### src/design/assert_macros.svh
// Assertion macros used by the allocator core.
`ifndef ASSERT_MACROS_SVH
`define ASSERT_MACROS_SVH

// The consequent holds in the same cycle as the antecedent.
`define LAFA_ASSERT_SAME(lbl, ante, cons) \
  lbl: assert property (@(posedge clk) disable iff (rst) (ante) |-> (cons)) \
    else $error("allocator assertion failed");

// The consequent holds in the cycle after the antecedent.
`define LAFA_ASSERT_NEXT(lbl, ante, cons) \
  lbl: assert property (@(posedge clk) disable iff (rst) (ante) |=> (cons)) \
    else $error("allocator assertion failed");

`endif

### src/design/lafa_pkg.sv
`timescale 1ns / 1ps
package lafa_pkg;

  localparam int MAX_HEAPS       = 8;
  localparam int RANGES_PER_HEAP = 32;
  localparam int NUM_RANGES      = MAX_HEAPS * RANGES_PER_HEAP;
  localparam int HEAP_W          = $clog2(MAX_HEAPS);
  localparam int IDX_W           = $clog2(RANGES_PER_HEAP);
  localparam int ADDR_W          = HEAP_W + IDX_W;
  localparam int BW              = 40;
  localparam int CW              = 43;
  localparam int AL_W            = 25;
  localparam int PASS_W          = 10;
  localparam int FRAME_W         = 3;

  localparam logic [BW-1:0] RESET_HEAP_BYTES = BW'(128 * 1024 * 1024);
  localparam logic [BW:0]   HEAP_GRAIN_MASK  = (BW+1)'(64 * 1024 - 1);
  localparam logic [BW-1:0] MASK40           = '1;

  typedef struct packed {
    logic [BW-1:0]      off;
    logic [BW-1:0]      len;
    logic [PASS_W-1:0]  first;
    logic [PASS_W-1:0]  last;
    logic [FRAME_W-1:0] frame;
  } range_t;

  typedef struct packed {
    logic [CW-1:0] aligned;
    logic          exceed;
    logic          clash;
  } scan_res_t;

  typedef enum logic [1:0] {
    KIND_FRAME   = 2'd0,
    KIND_ALLOC   = 2'd1,
    KIND_RELEASE = 2'd2,
    KIND_RESET   = 2'd3
  } kind_t;

  typedef enum logic [2:0] {
    ST_EXISTING = 3'd0,
    ST_NEW_HEAP = 3'd1,
    ST_NO_HEAP  = 3'd2,
    ST_FULL     = 3'd3,
    ST_DONE     = 3'd4
  } status_t;

  typedef enum logic [3:0] {
    S_IDLE,
    S_MOD,
    S_FSW_RD,
    S_FSW_CHK,
    S_REL_RD,
    S_REL_CHK,
    S_HEAP,
    S_CAND,
    S_RD,
    S_CHK,
    S_PLACE,
    S_OPEN,
    S_CLEAR,
    S_DONE
  } state_t;

endpackage

### src/design/lafa_scan_unit.sv
`timescale 1ns / 1ps
module lafa_scan_unit (
  input  logic                         sel_entry,
  input  logic [lafa_pkg::CW-1:0]      cand,
  input  logic [lafa_pkg::BW-1:0]      size,
  input  logic [lafa_pkg::AL_W-1:0]    al,
  input  logic [lafa_pkg::BW-1:0]      hb,
  input  lafa_pkg::range_t             entry,
  input  logic                         entry_valid,
  input  logic [lafa_pkg::FRAME_W-1:0] cur_frame,
  input  logic [lafa_pkg::PASS_W-1:0]  first,
  input  logic [lafa_pkg::PASS_W-1:0]  last,
  output lafa_pkg::scan_res_t          res
);

  logic [lafa_pkg::CW-1:0] entry_end;
  logic [lafa_pkg::CW-1:0] op_a;
  logic [lafa_pkg::CW-1:0] mask;
  logic [lafa_pkg::CW-1:0] aligned;
  logic [lafa_pkg::CW-1:0] cand_end;
  logic                    lives;
  logic                    overlap;

  always_comb begin
    entry_end = lafa_pkg::CW'(entry.off) + lafa_pkg::CW'(entry.len);
    op_a      = sel_entry ? entry_end : cand;
    mask      = lafa_pkg::CW'(al) - lafa_pkg::CW'(1);
    aligned   = (al == '0) ? op_a : ((op_a + mask) & ~mask);
    cand_end  = cand + lafa_pkg::CW'(size);
    lives     = (entry.frame != cur_frame) || !((last < entry.first) || (first > entry.last));
    overlap   = !((cand_end <= lafa_pkg::CW'(entry.off)) || (cand >= entry_end));
    res.aligned = aligned;
    res.exceed  = (aligned + lafa_pkg::CW'(size)) > lafa_pkg::CW'(hb);
    res.clash   = entry_valid && lives && overlap;
  end

endmodule

### config.mk
export PLATFORM = sky130hd
export DESIGN_NAME = lafa_scan_unit
export DESIGN_NICKNAME = d
export VERILOG_FILES = /design/src/design/assert_macros.svh /design/src/design/lafa_pkg.sv /design/src/design/lafa_scan_unit.sv
export SDC_FILE = /design/constraint.sdc
export NUM_CORES = 1
export LEC_CHECK = 0
export ABC_CLOCK_PERIOD_IN_PS = 11550
export BUFFER_PORTS_ARGS = -buffer_cell sky130_fd_sc_hd__buf_2
export CORE_UTILIZATION = 55
export DETAILED_ROUTE_END_ITERATION = 16
export GPL_TIMING_DRIVEN = 0
export PLACE_DENSITY = 0.84
export SETUP_SLACK_MARGIN = 0.5
export SLEW_MARGIN = 25
export SYNTH_ARGS = -nofsm -noshare
export SYNTH_HDL_FRONTEND = slang
export SYNTH_SLANG_ARGS = --single-unit
### constraint.sdc
create_clock -name vclk -period 11.55
set_clock_uncertainty 0.05 [all_clocks]
set_input_delay 1.155 -clock vclk [all_inputs]
set_output_delay 1.155 -clock vclk [all_outputs]
set_load 0.02 [all_outputs]
## Yosys cells after proc, flatten, opt, wreduce, memory -nomap -nowiden

Index checks and enable logic that the tools add are counted.

- Memory bits (read-only): 0
- Bits in writable memories: 0
- Memories kept: 0
- Output and inout bits: 45
- Bits in latches: 0
- Logic and storage cells: 23
- Flip-flop bits (word level): 0
- Input port bits: 276

- Multiply operators: 0
- Equal/unequal tests: 1
- Shifts and indexed selects: 0
- Bitwise gates (word level): 2
- Div/mod/pow operators: 0
- Add/subtract/negate cells: 5
- Mux-type cells: 2
- Reduce and logical (&&, ||, !) cells: 8
- Order comparisons: 5

Operator list:

| cell | count |
|---|---|
| 43-bit by 40-bit adder with 43-bit output | 2 |
| 43-bit two-way mux | 2 |
| 43-bit adder | 1 |
| 43-bit AND | 1 |
| 43-bit by 41-bit >= comparator with 1-bit output | 1 |
| 43-bit by 40-bit greater-than comparator with 1-bit output | 1 |
| 43-bit by 40-bit less-or-equal comparator with 1-bit output | 1 |
| 43-bit NOT | 1 |
| 40-bit by 40-bit adder with 41-bit output | 1 |
| 25-bit by 1-bit subtractor with 26-bit output (second input constant) | 1 |
| 25-bit logical NOT | 1 |
| 10-bit greater-than comparator | 1 |
| 10-bit less-than comparator | 1 |
| 1-bit logical OR | 3 |
| 3-bit != test | 1 |
| 1-bit logical AND | 2 |
| 1-bit logical NOT | 2 |

## Logic depth before layout (Yosys ltp)

Gate-level depths: netlist (run 1).

- Depth after elaboration: 7
- Depth in mapped cells: 46

## Least setup slack after synthesis (run 1)

OpenSTA, ideal clock, no wires.

- Path type: in2out
- Start point: in entry[23] (netlist name)
- End point: out res[1] (netlist name)
- Path slack: 1.249 ns
- Cell stages on the path: 41
- Arrival: 9.096 ns
- Buffers on the path: 1
- Cell sequence: ha_1 > inv_1 > fa_1 > nor2b_1 > o31a_1 > o31a_1 > o21ai_0 > nand2_1 > xor2_1 > mux2_2 > ha_1 > a21o_1 > a221o_1 > a21oi_1 > nand2_1 > and2_1 > or2_2 > a21oi_1 > (+5 left out) > nor2b_1 > a211oi_1 > o41ai_2 > a31oi_1 > o21ai_0 > a21o_1 > a21o_1 > a311oi_1 > xnor2_1 > ha_1 > nand4_1 > nor3_1 > o21ai_0 > a21oi_1 > nor2_1 > a21oi_1 > nor3_1 > a31oi_1

RTL lines:

| what | line | RTL |
|---|---|---|
| start, declared | lafa_scan_unit.sv:8 | `input lafa_pkg::range_t entry,` |
| end, declared | lafa_scan_unit.sv:13 | `output lafa_pkg::scan_res_t res` |

==> metrics.log, run 1 <==
INFO  metric rsz0062_at_grt = false
INFO  metric critPathSlowestCell = nor3_2
INFO  metric io_buffers = ~320
INFO  metric number_of_max_cap_violations = 0
INFO  metric yosysWarningCount = 0
INFO  metric detail_route.iter0.violations = roughly 1200
INFO  metric fin_nets = 2799
INFO  metric rows = 56
INFO  metric synth_area = 13250 um2
INFO  metric whs_path_depth = 4
INFO  metric power.density = ~92 nW/um2
INFO  metric post-route-drc-count = 0
INFO  metric ant_nets = 0
INFO  metric number_of_optimization_iterations_in_the_first_detailed_route_pass = 5
INFO  metric timing.fmax = 92.75 MHz
INFO  metric worstSetupStartpointType = primary input
INFO  metric detail_route.wirelength = 46750 um
INFO  metric routed_via_density = 6.106
INFO  metric via_count_of_the_first_global_routing_pass = around 14000
INFO  metric synth_cells = about 1900
INFO  metric detail_route.wl_per_cell = roughly 18 um
INFO  metric final_hold_fails = 0
INFO  metric timing.setup.critical_path_class = primary input to output pin
INFO  metric n_sequential_cell = 0
INFO  metric timing.max_slew.rel_slack = 0.3073
INFO  metric grt_first_pass_wirelength = about 70000 um
INFO  metric gpl.final_weighted_congestion = roughly 1
INFO  metric dr_total_vias = 15520
INFO  metric cp_data_required_time = between 10 and 15 ns
INFO  metric post_dp_hpwl = 40600 um
INFO  metric yosysSeqAreaShare = 0
INFO  metric final.clkbuf_count = 0
INFO  metric syn2layout_area_growth = 18.65%
INFO  metric yosysUniqueCellTypes = 73
INFO  metric gr-total-overflow = 0
INFO  metric cp_data_arrival_time = 9.58 ns
INFO  metric finalWorstPathRequiredPeriod = between 10 and 15 ns
INFO  metric synthesis.nets = 2459
INFO  metric final_total_negative_setup_slack = 0 ns
INFO  metric result_of_the_run = finished, final reports clean
INFO  metric start_util = 0.5628
INFO  metric floorplan.die_area = around 25000 um2
INFO  metric synth.avg_cell_area = 7.066 um2
INFO  metric grt_start_max_net_pins = 14
INFO  metric setup_violations = 0
INFO  metric timing_max_transition_violations_final = 0
INFO  metric worst_path_most_repeated_cell = ha_1
INFO  metric multi_input_area = between 10000 and 15000 um2
INFO  metric core-area = between 20000 and 25000 um2
INFO  metric fp.dieH = ~160 um
INFO  metric total_power = between 0.001 and 0.0015 W
INFO  metric ioPinCount = between 300 and 400
INFO  metric leakagePower = 8.410 nW
INFO  metric worst_hold_slack = around 2.7 ns
INFO  metric min_path_type = primary input to output pin
INFO  metric critPathMaxFanout = 6
INFO  metric grt_usage = 0.3575
INFO  metric regArea = 0 um2
INFO  metric die_width = about 160 um
INFO  metric synth.most_common_cell = ha_1
INFO  metric synth.area.top_cells = ha_1, xnor2_1, a21oi_1
INFO  metric layout-drive-gt1-share = 0.1975
INFO  metric final_layout_fill_cell_count = between 2000 and 2500
INFO  metric cell_type_contributing_the_most_total_cell_area_after_synthesis = ha_1
INFO  metric slowest_delay = 0.43 ns
INFO  metric end_kind = output pin
INFO  metric netlist_top_cells_count = ha_1, inv_1, a21oi_1, nand2_1, o21ai_0
INFO  metric worst_ir_drop_vdd = slightly above 70 uV
INFO  metric worstMarginPinSlew = about 1.0 ns
INFO  metric initial_antenna_violation_count = 11
INFO  metric layout_worst_path_cycle_share = 0.9335
INFO  metric synth.top_cell.area_share = 0.2871
[path summary, 6_finish.rpt]
kind / start / to / slack (ns)
worst min-delay path: al[0] / res[2] / 2.72
worst max-delay path: entry[23] / res[1] / 0.77
[timing repair]
item	CTS	global route
hold buffers	0	0
pin swaps	1	25
resized for setup	17	58
buffers inserted	1	15
setup endpoints to repair	1	1
cloned	0	0
[placed cells by master, fill, tap and decap left out, types with 18 or more instances in the layout]
cell	netlist	layout
ha_1	304	301
buf_4	1	18
o21bai_1	20	20
nand2_1	139	138
nor2_1	114	112
xnor2_1	110	109
a21o_1	115	115
o211ai_1	19	19
a21oi_1	179	172
xor2_1	58	58
inv_1	189	189
a31oi_1	27	24
mux2_2	28	28
nor2b_1	42	42
nor3_1	34	27
o21a_1	29	29
clkbuf_1	25	22
o21ai_0	119	112
nand2b_1	27	26
nand3_1	30	30
nand4_1	45	45
buf_2	2	322
[cell type report]
class	count	share of cell area
tap	319	0.02539
buffer	31	0.008118
multi-input combinational	1655	0.8090
antenna	9	0.001433
inverter	189	0.04513
timing repair buffer	338	0.1110
[routing by layer]
metal	GRT usage	share of wire
met3	0.05672	0.080
met4	0.1664	0.051
met1	0.4229	0.40
met5	0	0.0011
met2	0.6277	0.47
[through the flow]
| stage | instance area [um2] | worst slack [ns] | cells | util |
|---|---|---|---|---|
| finish | 15720 | 0.7683 | 2541 | 0.6677 |
| global route | 15710 | 0.3532 | 2537 | 0.6673 |
| CTS | 15340 | 0.5323 | 2517 | 0.6516 |
| detailed placement | 15270 | 0.02401 | 2516 | 0.6486 |
| global placement | 15250 | 0.2062 | 2515 | 0.6480 |
| floorplan | 13250 | 1.249 | 1875 | - |
[critical path: cells and delay by family]
family                     cells  cell delay [ns]
muxes                          1             0.33
buffers and inverters          4             0.52
xor gates and xnor gates       3             0.35
and+or+nand+nor               13             2.19
AOI/OAI and AO/OA             17             3.43
adders and majority gates      5             1.59
[kinds of logic after synthesis]
family                   count (synthesis)  share of synthesized area
XOR/XNOR                               168                     0.1111
adder cells (fa/ha/maj)                308                     0.2931
buffers and inverters                  220                    0.06280
AO/OA/AOI/OAI                          633                     0.3098
AND/OR/NAND/NOR                        512                     0.1949
multiplexers                            34                    0.02833
[where the power goes]
group / internal [W] / switching [W]
clock: 0.000000000104 / 0
combinational: 0.000618 / 0.000826
sequential: 0 / 0
total: 0.000618 / 0.000826
Note: power is estimated with default switching activity, not from simulation.
==> inputs of run 2 (changes only) <==
- BUFFER_PORTS_ARGS: -buffer_cell sky130_fd_sc_hd__buf_2 -> -buffer_cell sky130_fd_sc_hd__buf_4
==> metrics.log, run 2 (synthesis results as in run 1) <==
INFO  metric routed_via_density = between 6 and 7
INFO  metric holdBufCountCts = 0
INFO  metric finalWorstPathRequiredPeriod = about 11 ns
INFO  metric number_of_optimization_iterations_in_the_first_detailed_route_pass = 6
INFO  metric detail_route.iter0.violations = roughly 1100
INFO  metric detail_route.wl_per_cell = about 19 um
INFO  metric ioPinCount = ~320
INFO  metric critPathSlowestCell = nor4_4
INFO  metric grt_start_max_net_pins = 11
INFO  metric worst_path_most_repeated_cell = a31oi_1
INFO  metric timing.fmax = 91.67 MHz
INFO  metric via_count_of_the_first_global_routing_pass = ~15000
INFO  metric cp_data_required_time = just over 10 ns
INFO  metric ant_nets = 0
INFO  metric detail_route.wirelength = between 40000 and 50000 um
INFO  metric min_path_type = primary input to output pin
INFO  metric antennaDiodeCount = 0
INFO  metric post_dp_hpwl = ~41000 um
INFO  metric layout-drive-gt1-share = 0.1976
INFO  metric grt_usage = 0.3627
INFO  metric io_buffers = around 320
INFO  metric mostFrequentLayoutCells = buf_4, ha_1, inv_1
INFO  metric die_width = ~160 um
INFO  metric worstSetupStartpointType = primary input
INFO  metric slowest_delay = approximately 0.36 ns
INFO  metric number_of_max_cap_violations = 0
INFO  metric final_hold_fails = 0
INFO  metric timing.max_slew.rel_slack = 0.2931
INFO  metric cp_data_arrival_time = about 9.7 ns
INFO  metric crit_start = entry[23]
INFO  metric leakagePower = between 8 and 9 nW
INFO  metric power.density = roughly 91 nW/um2
INFO  metric setup_violations = 0
INFO  metric initial_antenna_violation_count = 0
INFO  metric floorplan.die_area = 24710 um2
INFO  metric regArea = 0 um2
INFO  metric dr_total_vias = approximately 16000
INFO  metric final_total_negative_setup_slack = 0 ns
INFO  metric min-delay-start = al[0]
INFO  metric gpl.final_weighted_congestion = a little under 1
INFO  metric syn2layout_area_growth = 24.59%
INFO  metric timing_max_transition_violations_final = 0
INFO  metric worstMarginPinSlew = 1.051 ns
INFO  metric fin_nets = roughly 2800
INFO  metric finalCoreUtilization = 0.7012
INFO  metric grt_first_pass_wirelength = 71170 um
INFO  metric post-route-drc-count = 0
INFO  metric n_sequential_cell = 0
INFO  metric rows = 56
INFO  metric result_of_the_run = finished, final reports clean
INFO  metric rsz0062_at_grt = false
INFO  metric fp.dieH = between 150 and 200 um
INFO  metric layout_worst_path_cycle_share = 0.9445
INFO  metric critPathMaxFanout = 5
INFO  metric worst_ir_drop_vdd = between 60 and 70 uV
INFO  metric core-area = 23540 um2
INFO  metric start_util = 0.5628
INFO  metric end_kind = output pin
INFO  metric timing.setup.critical_path_class = primary input to output pin
INFO  metric final_layout_fill_cell_count = between 2000 and 2500
INFO  metric layout.cells.most_common = buf_4
INFO  metric final.clkbuf_count = 0
INFO  metric gr-total-overflow = 0
==> run 2: cell types whose count changed in the layout (fill, tap and decap cells not counted), moves of 3 or more <==
cell	previous run	this run
buf_4	18	343
buf_2	322	2
diode_2	9	0
o21ai_1	5	10
nor3_2	6	2
o21ai_0	112	108
nor3_1	27	30
==> run 2: repair_timing <==
action	CTS	global route
setup endpoints to repair	1	1
pin swaps	3	27
gates resized for setup	17	58
setup buffers	3	16
==> run 2: power breakdown <==
group / total (W) / internal [W] / switching, W
Clock: 0 / 0 / 0
Sequential: 0 / 0 / 0
Combinational: 0.00151 / 0.000669 / 0.000838
Total: 0.00151 / 0.000669 / 0.000838
==> run 2: path summary, 6_finish.rpt <==
| check | end | slack, ns | depth (start not counted) |
|---|---|---|---|
| max | res[1] | 0.64 | 48 |
| min | res[2] | 2.73 | 4 |
==> run 2: routing by layer <==
| metal | up-vias | global-route usage | part of all wire |
|---|---|---|---|
| met5 | - | 0 | 0 |
| met4 | 0 | 0.1785 | 0.055 |
| met3 | 140 | 0.04653 | 0.074 |
| met2 | 684 | 0.6384 | 0.47 |
| met1 | 7075 | 0.4310 | 0.40 |
| li1 | 7606 | - | - |
==> run 2: metrics by stage <==
stage	total power [W]	instance area [um2]	hold WS, ns	instances	worst slack [ns]
3_5_place_dp	0.001401	16070	2.724	2517	0.007388
5_1_grt	0.001656	16510	2.741	2536	0.3307
3_3_place_gp	0.001363	16060	2.711	2515	0.2046
6_report	0.001507	16510	2.725	2536	0.6414
2_1_floorplan	0.0009954	13250	2.467	1875	1.249
4_1_cts	0.001426	16170	2.725	2520	0.5145
==> run 2: critical path: cells and delay by family <==
kind | cells | cell delay (ns)
and+or+nand+nor | 15 | 2.26
buffers and inverters | 3 | 0.36
xor gates and xnor gates | 3 | 0.41
AOI/OAI and AO/OA | 21 | 3.87
muxes | 1 | 0.33
adders and majority gates | 5 | 1.32
==> run 2: final cells by class <==
cell class                 count  area, um2  area share
inverter                     189      709.4     0.04298
timing repair buffer         342       2567      0.1555
tap                          319      399.1     0.02418
multi-input combinational   1655      12700      0.7695
buffer                        31      128.9    0.007807
==> inputs of run 3 (changes only) <==
- ABC_CLOCK_PERIOD_IN_PS: 11550 -> 9650
- CORE_UTILIZATION: 55 -> 52
- PLACE_DENSITY: 0.84 -> 0.83
- clock period: 11.55 -> 9.65 ns (I/O delays scaled with it)
==> metrics.log, run 3 (synthesis results as in run 1) <==
INFO  metric timing.max_slew.rel_slack = 0.3894
INFO  metric grt_usage = 0.3516
INFO  metric worstMarginPinSlew = 0.9032 ns
INFO  metric detail_route.iter0.violations = between 1000 and 1500
INFO  metric holdBufCountCts = 0
INFO  metric routed_via_density = between 6 and 7
INFO  metric rows = 58
INFO  metric dr_total_vias = 15700
INFO  metric layout.cells.most_common = buf_4
INFO  metric violations = setup timing
INFO  metric cp_top_family = compound AO/OA/AOI/OAI gates
INFO  metric leakagePower = 8.943 nW
INFO  metric gpl.final_weighted_congestion = roughly 0.99
INFO  metric netSwitchingPower = 0.001052 W
INFO  metric power.density = about 110 nW/um2
INFO  metric final_area = 17290 um2
INFO  metric worst_hold_slack = 2.336 ns
INFO  metric worst_slack_setup_final = -0.3646 ns
INFO  metric grt_start_max_net_pins = 14
INFO  metric floorplan.die_area = 26120 um2
INFO  metric final_hold_fails = 0
INFO  metric post_dp_hpwl = 40890 um
INFO  metric sequentialPowerShare = 0
INFO  metric critPathMaxFanout = 5
INFO  metric clkPwrFrac = 0
INFO  metric setup_violations = 1
INFO  metric min_path_type = primary input to output pin
INFO  metric post-route-drc-count = 0
INFO  metric number_of_max_cap_violations = 0
INFO  metric detail_route.wirelength = around 50000 um
INFO  metric layout_worst_path_cycle_share = 1.038
INFO  metric fp.dieH = about 160 um
INFO  metric die_width = about 160 um
INFO  metric cp_data_required_time = 8.64 ns
INFO  metric critPathSlowestCell = mux2_4
INFO  metric result_of_the_run = finished, violations left
INFO  metric share_comb_of_total_power = 1.000
INFO  metric cellInternalPower = between 0.0008 and 0.0009 W
INFO  metric ioPinCount = between 300 and 400
INFO  metric ant_nets = 0
INFO  metric slowest_delay = roughly 0.32 ns
INFO  metric global_routing_s_busiest_layer = met2
INFO  metric critPathBufInv = 3
INFO  metric regArea = 0 um2
INFO  metric core-area = 25110 um2
INFO  metric worst_ir_drop_vdd = between 70 and 80 uV
INFO  metric io_buffers = roughly 320
INFO  metric use_met1 = 0.4105
INFO  metric finalWorstPathRequiredPeriod = 10.01 ns
INFO  metric cp_data_arrival_time = around 9.0 ns
INFO  metric postPlaceCellArea = 16300 um2
INFO  metric timing.setup.critical_path_class = primary input to output pin
INFO  metric netSwitchingFraction = 0.5470
INFO  metric fin_nets = between 2000 and 3000
INFO  metric grt_first_pass_wirelength = between 70000 and 80000 um
INFO  metric end_kind = output pin
INFO  metric inst_count_dp = 2527
INFO  metric number_of_optimization_iterations_in_the_first_detailed_route_pass = 5
INFO  metric detail_route.wl_per_cell = ~19 um
INFO  metric met2_usage = 0.6234
INFO  metric initial_antenna_violation_count = 3
INFO  metric worstSetupStartpointType = primary input
INFO  metric gr-total-overflow = 0
INFO  metric mostFrequentLayoutCells = buf_4, ha_1, inv_1
INFO  metric n_sequential_cell = 0
INFO  metric rsz0062_at_grt = true
INFO  metric timing.fmax = 99.85 MHz
INFO  metric timing_max_transition_violations_final = 0
INFO  metric layout-drive-gt1-share = 0.2404
INFO  metric final.clkbuf_count = 0
INFO  metric via_count_of_the_first_global_routing_pass = approximately 15000
INFO  metric gr-usage-met3 = 0.04879
INFO  metric final-instance-count-excl-fill = between 2000 and 3000
INFO  metric start_util = 0.5277
INFO  metric syn2layout_area_growth = 30.51%
run 3: timing repair:
action | in CTS | in global routing
resized for setup | 87 | 49
endpoints found under the setup margin | 1 | 1
setup buffers | 33 | 16
pin swaps | 59 | 63
cloned | 0 | 0
run 3: metrics by stage:
stage,utilization,total power [W],setup TNS (ns),worst slack [ns]
3_3_place_gp,0.6486,0.001660,-1.152,-1.152
4_1_cts,0.6766,0.001816,-0.2244,-0.2244
3_5_place_dp,0.6490,0.001707,-1.303,-1.303
5_1_grt,0.6887,0.002099,-0.6754,-0.6754
6_report,0.6887,0.001923,-0.3646,-0.3646
2_1_floorplan,-,0.001229,0,0.5043
run 3: power groups by stage:
stage	clock (W)	sequential [W]	combinational, W
global placement	0	0	0.00166
detailed placement	0	0	0.00171
floorplan	0	0	0.00123
global route	0.0000000000139	0	0.00210
CTS	0	0	0.00182
finish	0.0000000000139	0	0.00192
run 3: path summary, 6_finish.rpt:
| kind | slack, ns | startpoint | cells past startpoint | endpoint |
|---|---|---|---|---|
| worst max-delay path | -0.36 | entry[63] | 46 | res[1] |
| worst min-delay path | 2.34 | al[0] | 4 | res[2] |
run 3: metal layers:
layer	share of wire	routed length, um
met1	0.40	19450
met2	0.46	22470
met5	0.00059	29
met4	0.064	3106
met3	0.077	3773
run 3: final cells by class:
class,instances,area [um2]
multi-input cells,1655,13220
fillers,2165,7818
repair buffers,371,2804
inverters,189,709.4
well taps,330,412.9
plain buffers,31,142.6
diodes,1,2.502
